**src/rtl/core/gfse_pkg.sv**
```systemverilog
package gfse_pkg;

   localparam int XW    = 32;
   localparam int SW    = 31;
   localparam int UW    = 17;
   localparam int ACCW  = 48;
   localparam int DW    = 33;   // x - m
   localparam int DDW   = 66;   // d*d
   localparam int SSW   = 62;   // s*s
   localparam int AW    = 20;   // exponent argument, Q.16
   localparam int EW    = 33;   // e, up to 2^32
   localparam int GW    = 17;
   localparam logic [AW-1:0] LN2_Q16 = AW'(45426);
   localparam logic [ACCW-1:0] ACC_MAX = {ACCW{1'b1}};
   localparam logic [3:0] EXP_TERMS = 4'd10;

   // csr register byte addresses
   localparam logic [2:0] ADDR_MEAN  = 3'd0;
   localparam logic [2:0] ADDR_SIGMA = 3'd4;

   typedef enum logic [3:0] {
      ST_IDLE,
      ST_SQ,       // serial squares of d and s
      ST_CHK,
      ST_DIV,      // restoring division, one quotient bit a cycle
      ST_RED,      // range reduction by ln2
      ST_EXP,      // Horner steps
      ST_EXPDIV,   // divide by k, one bit a cycle
      ST_G,
      ST_RES,      // residual square, serial
      ST_ACC,
      ST_OUT
   } state_type;

endpackage

```
**src/rtl/core/gaussian_fit_sq_error.sv**
```systemverilog
// Gaussian fit squared-error accumulator. Each req item (x, u, last) adds
// round((u - g)^2 / 2^16) to a 48-bit saturating sum, where
// g = exp(-(x-m)^2/(2 s^2)) in Q1.16; on the last item the sum and its
// saturation flag go out as one rsp item and the sum is cleared. The block
// is bit serial and takes one item at a time: two serial squares (each 33
// shift-add steps plus start and collect), a 20-bit restoring division
// (one quotient bit a cycle), a ln2 range reduction by repeated
// subtraction, ten exponential steps each with a serial multiply and a
// 36-bit serial divide by k, then a serial residual square. The ln2 count
// n is at most 23. Zero-distance and flushed points skip the division and
// the exponential. A last point also loads the output register, waiting
// while that register is still held by rsp. The csr port holds
// center_mean at byte 0 and width_sigma at byte 4; write only while idle.
module gaussian_fit_sq_error import gfse_pkg::*; (
   input  logic        clock,
   input  logic        reset,
   input  logic        req_tvalid,
   output logic        req_tready,
   input  logic [55:0] req_tdata,   // [31:0] sample_x, [48:32] target_u, zero pad
   input  logic        req_tlast,   // last_point
   output logic        rsp_tvalid,
   input  logic        rsp_tready,
   output logic [47:0] rsp_tdata,   // [47:0] sum_sq_error
   output logic        rsp_tuser,   // saturated
   input  logic        csr_psel,
   input  logic        csr_penable,
   input  logic        csr_pwrite,
   input  logic [2:0]  csr_paddr,
   input  logic [31:0] csr_pwdata,
   output logic [31:0] csr_prdata,
   output logic        csr_pready
);
   state_type state_ff, state_in;

   logic [31:0]     mean_ff, mean_in;
   logic [SW-1:0]   sigma_ff, sigma_in;
   logic [ACCW-1:0] acc_ff, acc_in;
   logic            ovf_ff, ovf_in;
   logic [ACCW-1:0] osum_ff, osum_in;
   logic            osat_ff, osat_in;
   logic            ovld_ff, ovld_in;

   logic [UW-1:0]  u_ff, u_in;       // clamped target
   logic           last_ff, last_in;
   logic [DW-1:0]  ad_ff, ad_in;     // |x - m|
   logic [DDW-1:0] dd_ff, dd_in;
   logic [SSW-1:0] ss_ff, ss_in;
   logic [1:0]     ph_ff, ph_in;     // multiply phase
   logic [67:0]    rem_ff, rem_in;   // division remainder (also exp divide)
   logic [AW-1:0]  a_ff, a_in;       // quotient / reduced argument
   logic [4:0]     n_ff, n_in;
   logic [EW-1:0]  e_ff, e_in;
   logic [3:0]     k_ff, k_in;
   logic [6:0]     cnt_ff, cnt_in;
   logic [GW-1:0]  g_ff, g_in;

   // shared serial multiplier
   logic        m_start, m_done;
   logic [32:0] m_a, m_b;
   logic [65:0] m_p;

   gfse_serial_mul u_mul (
      .clock(clock), .reset(reset), .start(m_start),
      .a(m_a), .b(m_b), .done(m_done), .p(m_p)
   );

   logic wr;
   assign wr = csr_psel && csr_penable && csr_pwrite;
   assign csr_pready = 1'b1;

   always_comb begin
      case (csr_paddr)
         ADDR_MEAN:  csr_prdata = mean_ff;
         ADDR_SIGMA: csr_prdata = {1'b0, sigma_ff};
         default:    csr_prdata = '0;
      endcase
   end

   logic signed [DW-1:0] d_w;
   logic [16:0]          utr;
   logic [DDW+1:0]       den_w;
   logic [67:0]          rem_sh;
   logic [67:0]          sub_w;
   logic [EW:0]          ed_sh;
   logic [40:0]          gr;
   logic [ACCW:0]        sum_w;
   logic [31:0]          q_w;
   logic [4:0]           pr_w, pt_w;   // divide-by-k partial remainder and trial

   always_comb begin
      state_in = state_ff;
      mean_in = mean_ff; sigma_in = sigma_ff;
      acc_in = acc_ff; ovf_in = ovf_ff;
      osum_in = osum_ff; osat_in = osat_ff; ovld_in = ovld_ff;
      u_in = u_ff; last_in = last_ff; ad_in = ad_ff; dd_in = dd_ff; ss_in = ss_ff;
      ph_in = ph_ff; rem_in = rem_ff; a_in = a_ff; n_in = n_ff; e_in = e_ff;
      k_in = k_ff; cnt_in = cnt_ff; g_in = g_ff;
      m_start = 1'b0; m_a = ad_ff; m_b = ad_ff;
      d_w = $signed({req_tdata[31], req_tdata[31:0]}) - $signed({mean_ff[31], mean_ff});
      utr = (req_tdata[48:32] > 17'd65536) ? 17'd65536 : req_tdata[48:32];
      den_w = {5'd0, ss_ff, 1'b0};
      rem_sh = {rem_ff[66:0], 1'b0};
      sub_w = rem_sh - den_w[67:0];
      ed_sh = '0;
      gr = '0;
      sum_w = '0;
      q_w = '0;
      pr_w = '0;
      pt_w = '0;

      if (rsp_tvalid && rsp_tready) ovld_in = 1'b0;
      if (wr && csr_paddr == ADDR_MEAN)  mean_in  = csr_pwdata;
      if (wr && csr_paddr == ADDR_SIGMA) sigma_in = csr_pwdata[SW-1:0];

      case (state_ff)
         ST_IDLE: begin
            if (req_tvalid) begin
               u_in = utr; last_in = req_tlast;
               ad_in = d_w[DW-1] ? DW'(-d_w) : DW'(d_w);
               ph_in = 2'd0;
               state_in = ST_SQ;
            end
         end
         ST_SQ: begin
            case (ph_ff)
               2'd0: begin
                  m_start = 1'b1; m_a = ad_ff; m_b = ad_ff; ph_in = 2'd1;
               end
               2'd1: if (m_done) begin
                  dd_in = m_p;
                  m_start = 1'b1; m_a = {2'd0, sigma_ff}; m_b = {2'd0, sigma_ff};
                  ph_in = 2'd2;
               end
               default: if (m_done) begin
                  ss_in = m_p[SSW-1:0];
                  state_in = ST_CHK;
               end
            endcase
         end
         ST_CHK: begin
            if (dd_ff == '0) begin
               g_in = 17'd65536; state_in = ST_RES; ph_in = 2'd0;
            end else if ({5'd0, dd_ff[DDW-1:5]} >= {4'd0, ss_ff}) begin
               g_in = '0; state_in = ST_RES; ph_in = 2'd0;
            end else begin
               // quotient < 16, so 4 integer + 16 fraction bits from the top
               rem_in = {2'd0, dd_ff} >> 4;
               // preload: bits below start in dd, shifted in one per cycle
               a_in = '0; cnt_in = 7'd20;
               state_in = ST_DIV;
            end
         end
         ST_DIV: begin
            // bring in next dividend bit (bits 3..0 of dd), then zeros
            rem_sh = {rem_ff[66:0], (cnt_ff > 7'd16) ? dd_ff[cnt_ff[1:0] - 2'd1] : 1'b0};
            sub_w = rem_sh - den_w[67:0];
            if (!sub_w[67]) begin
               rem_in = sub_w; a_in = {a_ff[AW-2:0], 1'b1};
            end else begin
               rem_in = rem_sh; a_in = {a_ff[AW-2:0], 1'b0};
            end
            cnt_in = cnt_ff - 7'd1;
            if (cnt_ff == 7'd1) begin
               n_in = '0; state_in = ST_RED;
            end
         end
         ST_RED: begin
            if (a_ff >= LN2_Q16) begin
               a_in = a_ff - LN2_Q16; n_in = n_ff + 5'd1;
            end else begin
               e_in = 33'h1_0000_0000; k_in = EXP_TERMS; ph_in = 2'd0;
               state_in = ST_EXP;
            end
         end
         ST_EXP: begin
            if (ph_ff == 2'd0) begin
               m_start = 1'b1; m_a = {13'd0, a_ff}; m_b = e_ff; ph_in = 2'd1;
            end else if (m_done) begin
               // numerator floor(r*e/2^16) < 2^36: divide by k serially
               rem_in = {32'd0, m_p[51:16]};
               q_w = '0;
               a_in = a_ff; cnt_in = 7'd36; e_in = '0;
               state_in = ST_EXPDIV;
            end
         end
         ST_EXPDIV: begin
            // restoring divide by k; quotient collected in e
            ed_sh = {1'b0, e_ff} << 1;
            rem_sh = rem_ff;
            sub_w = {rem_ff[67:36], 36'd0};
            pr_w = {rem_ff[67:64], rem_ff[35]};
            pt_w = pr_w - {1'b0, k_ff};
            rem_in = {rem_ff[67:36], rem_ff[34:0], 1'b0};
            if (!pt_w[4]) begin
               rem_in[67:64] = pt_w[3:0];
               e_in = ed_sh[EW-1:0] | 33'd1;
            end else begin
               rem_in[67:64] = pr_w[3:0];
               e_in = ed_sh[EW-1:0];
            end
            cnt_in = cnt_ff - 7'd1;
            if (cnt_ff == 7'd1) begin
               e_in = 33'h1_0000_0000 - {e_in[EW-1:0]};
               rem_in = '0;
               if (k_ff == 4'd1) state_in = ST_G;
               else begin
                  k_in = k_ff - 4'd1; ph_in = 2'd0; state_in = ST_EXP;
               end
            end
         end
         ST_G: begin
            // shift counts reach 39, so the sum and counts are kept wide
            gr = ({8'd0, e_ff} + (41'd1 << (6'd15 + {1'b0, n_ff}))) >> (6'd16 + {1'b0, n_ff});
            g_in = gr[GW-1:0];
            ph_in = 2'd0;
            state_in = ST_RES;
         end
         ST_RES: begin
            if (ph_ff == 2'd0) begin
               m_start = 1'b1;
               m_a = (u_ff >= g_ff) ? 33'(u_ff - g_ff) : 33'(g_ff - u_ff);
               m_b = m_a;
               ph_in = 2'd1;
            end else if (m_done) begin
               state_in = ST_ACC;
            end
         end
         ST_ACC: begin
            q_w = 32'((m_p[34:0] + 35'd32768) >> 16);
            sum_w = {1'b0, acc_ff} + {17'd0, q_w};
            if (sum_w[ACCW]) begin
               acc_in = ACC_MAX; ovf_in = 1'b1;
            end else acc_in = sum_w[ACCW-1:0];
            if (last_ff) state_in = ST_OUT;
            else state_in = ST_IDLE;
         end
         ST_OUT: begin
            if (!ovld_ff) begin
               osum_in = acc_ff; osat_in = ovf_ff; ovld_in = 1'b1;
               acc_in = '0; ovf_in = 1'b0;
               state_in = ST_IDLE;
            end
         end
         default: state_in = ST_IDLE;
      endcase
   end

   always_ff @(posedge clock) begin
      if (reset) begin
         state_ff <= ST_IDLE;
         mean_ff  <= '0;
         sigma_ff <= SW'(65536);
         acc_ff   <= '0;
         ovf_ff   <= 1'b0;
         ovld_ff  <= 1'b0;
      end else begin
         state_ff <= state_in;
         mean_ff  <= mean_in;
         sigma_ff <= sigma_in;
         acc_ff   <= acc_in;
         ovf_ff   <= ovf_in;
         ovld_ff  <= ovld_in;
      end
      osum_ff <= osum_in; osat_ff <= osat_in;
      u_ff <= u_in; last_ff <= last_in; ad_ff <= ad_in; dd_ff <= dd_in; ss_ff <= ss_in;
      ph_ff <= ph_in; rem_ff <= rem_in; a_ff <= a_in; n_ff <= n_in; e_ff <= e_in;
      k_ff <= k_in; cnt_ff <= cnt_in; g_ff <= g_in;
   end

   assign req_tready = (state_ff == ST_IDLE);
   assign rsp_tvalid = ovld_ff;
   assign rsp_tdata  = osum_ff;
   assign rsp_tuser  = osat_ff;
endmodule

```
**src/rtl/core/gfse_serial_mul.sv**
```systemverilog
// Shift-add multiplier: one multiplier bit per cycle.
module gfse_serial_mul import gfse_pkg::*; (
   input  logic             clock,
   input  logic             reset,
   input  logic             start,
   input  logic [32:0]      a,
   input  logic [32:0]      b,
   output logic             done,
   output logic [65:0]      p
);
   logic [65:0] acc_ff, acc_in;
   logic [65:0] mc_ff, mc_in;
   logic [32:0] mp_ff, mp_in;
   logic [5:0]  cnt_ff, cnt_in;
   logic        busy_ff, busy_in;

   always_comb begin
      acc_in = acc_ff; mc_in = mc_ff; mp_in = mp_ff; cnt_in = cnt_ff; busy_in = busy_ff;
      if (start) begin
         acc_in = '0; mc_in = {33'd0, a}; mp_in = b; cnt_in = 6'd33; busy_in = 1'b1;
      end else if (busy_ff) begin
         if (mp_ff[0]) acc_in = acc_ff + mc_ff;
         mc_in = {mc_ff[64:0], 1'b0};
         mp_in = {1'b0, mp_ff[32:1]};
         cnt_in = cnt_ff - 6'd1;
         if (cnt_ff == 6'd1) busy_in = 1'b0;
      end
   end

   always_ff @(posedge clock) begin
      if (reset) begin
         busy_ff <= 1'b0;
         cnt_ff  <= '0;
      end else begin
         busy_ff <= busy_in;
         cnt_ff  <= cnt_in;
      end
      acc_ff <= acc_in;
      mc_ff  <= mc_in;
      mp_ff  <= mp_in;
   end

   // product valid whenever no multiply is running
   assign done = !busy_ff;
   assign p    = acc_ff;
endmodule

```
**config.mk**
```make
export PLATFORM = sky130hd
export DESIGN_NAME = gaussian_fit_sq_error
export DESIGN_NICKNAME = d
export VERILOG_FILES = /design/src/rtl/core/gfse_pkg.sv /design/src/rtl/core/gaussian_fit_sq_error.sv /design/src/rtl/core/gfse_serial_mul.sv
export SDC_FILE = /design/constraint.sdc
export NUM_CORES = 2
export LEC_CHECK = 0
export BUFFER_PORTS_ARGS = -buffer_cell sky130_fd_sc_hd__buf_2
export CORE_MARGIN = 3
export CORE_UTILIZATION = 50
export CTS_BUF_LIST = sky130_fd_sc_hd__clkbuf_16
export CTS_CLUSTER_SIZE = 28
export DETAILED_ROUTE_END_ITERATION = 10
export PLACE_DENSITY = 0.69
export SETUP_SLACK_MARGIN = 0.15
export SLEW_MARGIN = 5
export SYNTH_ARGS = -nofsm -noshare
export SYNTH_HDL_FRONTEND = slang
export SYNTH_SLANG_ARGS = --single-unit
```
**constraint.sdc**
```tcl
create_clock -name clock -period 5.94 [get_ports clock]
set_clock_uncertainty 0.1 [all_clocks]
set_input_delay 0.297 -clock clock [delete_from_list [all_inputs] [get_ports clock]]
set_output_delay 0.297 -clock clock [all_outputs]
set_load 0.01 [all_outputs]
```
**Word-level counts from Yosys, hierarchy flattened**

Cells that the tools add are included.

- Logic and storage cells: 231
- Output and inout bits: 84
- Register bits after elaboration: 673

- Bitwise logic cells: 3
- Eq/ne operators: 35
- Shift-type cells: 2
- Order comparisons: 6
- Add/sub/neg operators: 19
- Reduce and logical (&&, ||, !) cells: 40
- Mux-type cells: 96

Operators with widths:

| kind | count |
|---|---|
| 2-to-1 mux 33 bit | 15 |
| 2-to-1 mux 68 bit | 6 |
| one-hot mux 33 bit (3 select lines) | 3 |
| one-hot mux 68 bit (4 select lines) | 1 |
| 2-to-1 mux 48 bit | 2 |
| one-hot mux 48 bit (2 select lines) | 1 |
| 2-to-1 mux 4 bit | 18 |
| subtractor 68 x 63 -> 68 bit | 1 |
| adder 66 bit | 1 |
| logical NOT 66 bit | 1 |
| one-hot mux 32 bit (2 select lines) | 1 |
| greater-or-equal comparator 61 x 62 -> 1 bit | 1 |
| 2-to-1 mux 20 bit | 3 |
| one-hot mux 20 bit (3 select lines) | 1 |
| adder 48 x 19 -> 49 bit | 1 |
| one-hot mux 4 bit (11 select lines) | 1 |
| adder 33 x 41 -> 41 bit | 1 |
| << shifter 1 x 6 -> 41 bit (first input constant) | 1 |
| right shift 41 x 6 -> 17 bit | 1 |
| subtractor 17 x 17 -> 18 bit | 2 |
| adder 35 x 16 -> 35 bit (second input constant) | 1 |
| 2-to-1 mux 17 bit | 2 |
| one-hot mux 17 bit (2 select lines) | 1 |
| negation 33 bit | 1 |
| 57 further kinds | 134 |

**Longest topological paths before layout**

- Depth in word-level cells: 7
- Mapped depth: 23
- Gate-level depth less buffers: 21

**Cells and area by module**

A second synthesis with hierarchy kept.

- Cells, all modules: 5016
- Area total of the unflattened synthesis: 45780.2 µm²

Modules (own cells, without submodules):

| module | area an instance (µm²) | cells each | times used |
|---|---|---|---|
| gaussian_fit_sq_error | 35434.0 | 3905 | 1 |
| gfse_serial_mul | 10346.2 | 1111 | 1 |

**Worst setup path before layout**

No wires, ideal clock.

- Path type: reg2reg
- Start point: reg dd_ff[12]
- End point: reg rem_ff[0] (enable)
- Path buffers: 0
- Stages on the path, launching flop included: 11
- Setup time: 0.487 ns
- Arrival time: 5.081 ns
- Path slack: 0.272 ns
- Cells stage by stage: edfxtp_1 > ha_1 > a2111oi_0 > o221ai_1 > a221o_1 > a21o_1 > a21oi_1 > a31oi_1 > o21bai_1 > inv_1 > nor3_1

- Word-level cells in the longest chain between the ends: 3
- Elaborated cells between the ends (all ways): 5

RTL lines:

| what | RTL line | text |
|---|---|---|
| from (decl) | gaussian_fit_sq_error.sv:46 | `logic [DDW-1:0] dd_ff, dd_in;` |
| from (signal assigned) | gaussian_fit_sq_error.sv:265 | `u_ff <= u_in; last_ff <= last_in; ad_ff <= ad_in; dd_ff <= dd_in; ss_ff <= ss_in;` |
| greater-or-equal comparator 61 x 62 -> 1 bit / logical NOT 66 bit (equally long branches) | gaussian_fit_sq_error.sv:143, gaussian_fit_sq_error.sv:141 |  |
| != test 2 bit (no line) | - |  |
| AND reduction 5 bit (no line) (*) | - |  |
| to (signal assigned) | gaussian_fit_sq_error.sv:266 | `ph_ff <= ph_in; rem_ff <= rem_in; a_ff <= a_in; n_ff <= n_in; e_ff <= e_in;` |
| to (decl) | gaussian_fit_sq_error.sv:49 | `logic [67:0] rem_ff, rem_in;` |

Mark *: on every way between the ends. The rest lies on a longest branch, timed or not.
A chain may end at the register's enable or synchronous reset.

**Worst setup path after layout**

- Start point: reg rem_ff[0]
- End point: reg rem_ff[65], data pin

- Word-level cells in the longest chain between the ends: 3

RTL lines:

| what | RTL line | text |
|---|---|---|
| subtractor 68 x 63 -> 68 bit | gaussian_fit_sq_error.sv:156 | `sub_w = rem_sh - den_w[67:0];` |
| 2-to-1 mux 68 bit | gaussian_fit_sq_error.sv:157 | `if (!sub_w[67]) begin` |
| one-hot mux 68 bit (4 select lines) | gaussian_fit_sq_error.sv:115 | `case (state_ff)` |
| named net rem_in[65] | gaussian_fit_sq_error.sv:49 |  |

The timed path passes the listed nets, and every way through them passes these cells.

==> impl_metrics.yaml <==
cells_and_area:
  final_layout_size_suffix_gt1_frac: 0.0859
  layout.cell_area.non_filler_um2: 51200
  layout.nets: 5761
  area_delta_synth_final_pct: 11.2
  antenna_cells_inserted: 0
place:
  hpwl_mm: 104
  postPlaceCellArea_um2: 48100
  final_weighted_congestion_of_routability_driven_global_placement: 0.958
  place.port_buffers: 174
timing:
  finalWorstPathRequiredPeriod_ns: 5.53
  fmax_ghz: 0.181
  timing.max_slew.rel_slack: 0.180
  tns_ns: 0
  final_max_slew_viol_count: 0
  finalHoldViolations: 0
  setup_viol: 0
  rsz0062_at_grt: "yes"
  min_period_over_period: 0.931
  timing_worst_slew_pin_value_ns: 1.22
grt:
  grt_max_degree: 67
  grt.total_usage: 0.286
  via_count_of_the_first_global_routing_pass: 38297
  grt-ovfl-total: 0
  global_route_wire_length_before_repair_mm: 218
  grt_antenna_before_repair: 0
route:
  avgRoutedWirePerCell_um: 21.3
  drt-vias-per-instance: 6.20
  drt.antenna.violating_nets: 0
  initialDrtViolationCount: 4345
  totalWireLength_mm: 140
  dr_total_vias: 40722
  route.detailed.drc: 0
  drt_pass1_iterations: 8
floorplanning:
  floorplan.core_area_um2: 90700
  die_h_um: 309
  initial_utilization: 0.507
  floorplan_die_area_um2: 95700
  placement_rows: 110
  boundaryPins: 183
  die_x_um: 309
yosys:
  post_synth_inst_count: 5200
  mean_syn_cell_area_um2: 8.85
  yosys_register_bits: 673
  post-synth-top-area-cell: "sky130_fd_sc_hd__edfxtp_1"
  synth_compound_area_frac: 0.225
  arithmetic_cell_share_of_the_synthesized_area_counting_full_adders_half_adders_and_majority_gates: 0.0919
  synthXorXnorAreaFrac: 0.0523
  asyncSetResetFlopFracSynth: 0
  synthSimpleGateAreaFrac: 0.168
  synth_top_family_by_area: "compound AO/OA/AOI/OAI gates"
  main_flop_type_after_synthesis: "sky130_fd_sc_hd__edfxtp_1"
  cell_area_after_technology_mapping_um2: 46000
  netlist_top_cells_area: "sky130_fd_sc_hd__edfxtp_1 (29%), sky130_fd_sc_hd__dfxtp_1 (9.7%), sky130_fd_sc_hd__ha_1 (8.9%)"
  synth_cell_type_count: 98
  synthMuxAreaShare: 0.0287
  synth-edff-count: 450
  ys_seq_area_frac: 0.391
  synth_top_area_share: 0.294
  synthesis.yosys.warnings: 0
clock_tree:
  cts_made_buffers: 77
  clock-sinks: 673
  path_clk_slew_ns: 0.06
  cts_tree: "built"
  ctsLongestPathBuffers: 3
  clock_latency_late_sink_ns: 0.65
  cts-root-buf: "sky130_fd_sc_hd__clkbuf_16"
  total_number_of_h_tree_levels: 3
worst_setup_path:
  critical_path_arrival_ns: 5.92
  cp_max_fo: 5
  timing_worst_setup_path_type: "flop to flop"
  endpoint_kind: "flop"
  cp_required_ns: 6.33
  timing.critical_path.from_type: "flop"
power_and_ir_drop:
  worst_ir_drop_vdd_uv: 335
  pwr_density_cell_nw_per_um2: 393
  leakagePower_nw: 20.3
min_path:
  min_path_type: "input pin to flop"
outcome:
  run_status: "complete, no violations"
run:
  cap_violations: 0
-- final timing paths --
kind                                to  cells after the start                      from  slack (ns)
setup / recovery  rem_ff[65]$_DFFE_PP_                     22       rem_ff[0]$_DFFE_PP_        0.41
hold / removal      ad_ff[0]$_DFFE_PP_                      4              req_tdata[0]        0.12
hold reg to reg    dd_ff[63]$_DFFE_PP_                      0  u_mul.p[63]$_SDFFE_PP0P_        0.35
setup reg to reg  rem_ff[65]$_DFFE_PP_                     22       rem_ff[0]$_DFFE_PP_        0.41
-- power breakdown --
part	total (mW)	leakage, nW	switching (mW)	internal, mW
combinational	8.18	13.0	5.21	2.97
sequential	7.19	5.97	0.862	6.33
clock	4.75	1.29	2.01	2.74
-- kinds of logic (layout without fill, tap and decap cells) --
family | count (synthesis) | count (layout)
compound gates | 1621 | 1621
xor+xnor | 275 | 275
buf+inv | 526 | 716
simple gates | 1644 | 1644
fa+ha+maj | 334 | 334
flops | 673 | 673
mux | 125 | 125
other cells | 2 | 4
-- flip-flops by register name, indices dropped and copies added, names as in the netlist, 2 cells and up --
signal	cells
ss_ff	62
cnt_ff	7
state_ff	4
k_ff	4
mean_ff	32
acc_ff	48
dd_ff	66
u_mul.mc_ff	66
sigma_ff	31
g_ff	17
ad_ff	33
u_mul.p	66
e_ff	33
u_mul.cnt_ff	6
ph_ff	2
rem_ff	68
a_ff	20
u_ff	17
rsp_tdata	48
u_mul.mp_ff	33
n_ff	5
-- cells in the final DEF (no fill, tap or decap), types with 48 or more instances in the layout --
cell type and n:
sky130_fd_sc_hd__a211oi_1 59, sky130_fd_sc_hd__a21o_1 149, sky130_fd_sc_hd__a21oi_1 525, sky130_fd_sc_hd__a31oi_1 69
sky130_fd_sc_hd__and2_1 56, sky130_fd_sc_hd__and3_1 48, sky130_fd_sc_hd__buf_2 173, sky130_fd_sc_hd__buf_4 77
sky130_fd_sc_hd__clkbuf_16 81, sky130_fd_sc_hd__dfxtp_1 222, sky130_fd_sc_hd__dlygate4sd3_1 54, sky130_fd_sc_hd__edfxtp_1 450
sky130_fd_sc_hd__ha_1 326, sky130_fd_sc_hd__inv_1 279, sky130_fd_sc_hd__mux2i_1 107, sky130_fd_sc_hd__nand2_1 608
sky130_fd_sc_hd__nand3_1 118, sky130_fd_sc_hd__nand4_1 73, sky130_fd_sc_hd__nor2_1 369, sky130_fd_sc_hd__nor2b_1 55
sky130_fd_sc_hd__nor3_1 98, sky130_fd_sc_hd__o21ai_0 331, sky130_fd_sc_hd__xnor2_1 164, sky130_fd_sc_hd__xor2_1 111
-- cell usage after synthesis (102+ instances only) --
| cell type | n |
|---|---|
| sky130_fd_sc_hd__nor3_1 | 102 |
| sky130_fd_sc_hd__nor2_1 | 374 |
| sky130_fd_sc_hd__inv_1 | 265 |
| sky130_fd_sc_hd__mux2i_1 | 107 |
| sky130_fd_sc_hd__nand2_1 | 609 |
| sky130_fd_sc_hd__clkbuf_1 | 229 |
| sky130_fd_sc_hd__xnor2_1 | 164 |
| sky130_fd_sc_hd__ha_1 | 327 |
| sky130_fd_sc_hd__a21o_1 | 149 |
| sky130_fd_sc_hd__dfxtp_1 | 223 |
| sky130_fd_sc_hd__xor2_1 | 111 |
| sky130_fd_sc_hd__nand3_1 | 119 |
| sky130_fd_sc_hd__edfxtp_1 | 450 |
| sky130_fd_sc_hd__a21oi_1 | 525 |
| sky130_fd_sc_hd__o21ai_0 | 332 |
-- routing by layer --
layer | global-route usage | up-vias | wire, um | share of wire
met5 | 0 | - | 0 | 0
met4 | 0.106 | 0 | 5150 | 0.037
met2 | 0.468 | 1652 | 64300 | 0.46
li1 | - | 19450 | - | -
met3 | 0.0339 | 245 | 9930 | 0.071
met1 | 0.392 | 19375 | 60500 | 0.43
-- layout make-up --
class                           instances  area (um2)
Fill cell                            8050       39500
Multi-Input combinational cell       4003       26200
Sequential cell                       673       18000
Clock buffer                           81        2030
Timing Repair Buffer                  305        2000
Tap cell                             1176        1470
Inverter                              268        1010
Clock inverter                         62         493
-- stage by stage --
stage / utilization / power, mW / hold slack [ns] / instances / setup slack [ns]
after CTS: 0.564 / 20.0 / 0.0978 / 6567 / 0.329
after global routing: 0.564 / 21.3 / 0.123 / 6568 / 0.133
after floorplan: - / 12.8 / 0.296 / 5202 / 0.272
final: 0.564 / 20.1 / 0.119 / 6568 / 0.410
after detailed placement: 0.530 / 15.2 / 0.343 / 6370 / 0.377
after global placement: 0.530 / 15.1 / 0.343 / 6370 / 0.438
-- repair_timing --
item	CTS	global route
hold buffers	54	0
endpoints found under the hold margin	86	0
setup buffers	0	1
resized for setup	0	4
setup endpoints to repair	0	20
-- critical path: stages (launching register included) --
cell and delay, ns:
sky130_fd_sc_hd__edfxtp_1 0.38, sky130_fd_sc_hd__inv_1 0.07, sky130_fd_sc_hd__ha_1 0.15, sky130_fd_sc_hd__inv_1 0.05, sky130_fd_sc_hd__fa_1 0.41, sky130_fd_sc_hd__a21oi_1 0.18
sky130_fd_sc_hd__o211ai_1 0.17, sky130_fd_sc_hd__o211ai_1 0.46, sky130_fd_sc_hd__nor3_2 0.12, sky130_fd_sc_hd__o31ai_1 0.23, sky130_fd_sc_hd__buf_4 0.18, sky130_fd_sc_hd__a211oi_1 0.16
sky130_fd_sc_hd__o22ai_2 0.20, sky130_fd_sc_hd__o21ai_2 0.12, sky130_fd_sc_hd__a21o_1 0.23, sky130_fd_sc_hd__or4_1 0.48, sky130_fd_sc_hd__ha_2 0.37, sky130_fd_sc_hd__nand2b_1 0.11
sky130_fd_sc_hd__or2_2 0.33, sky130_fd_sc_hd__or2_2 0.29, sky130_fd_sc_hd__or3_1 0.35, sky130_fd_sc_hd__o211ai_1 0.09, sky130_fd_sc_hd__a211o_1 0.13
Power figures use the tool's default switching activity.
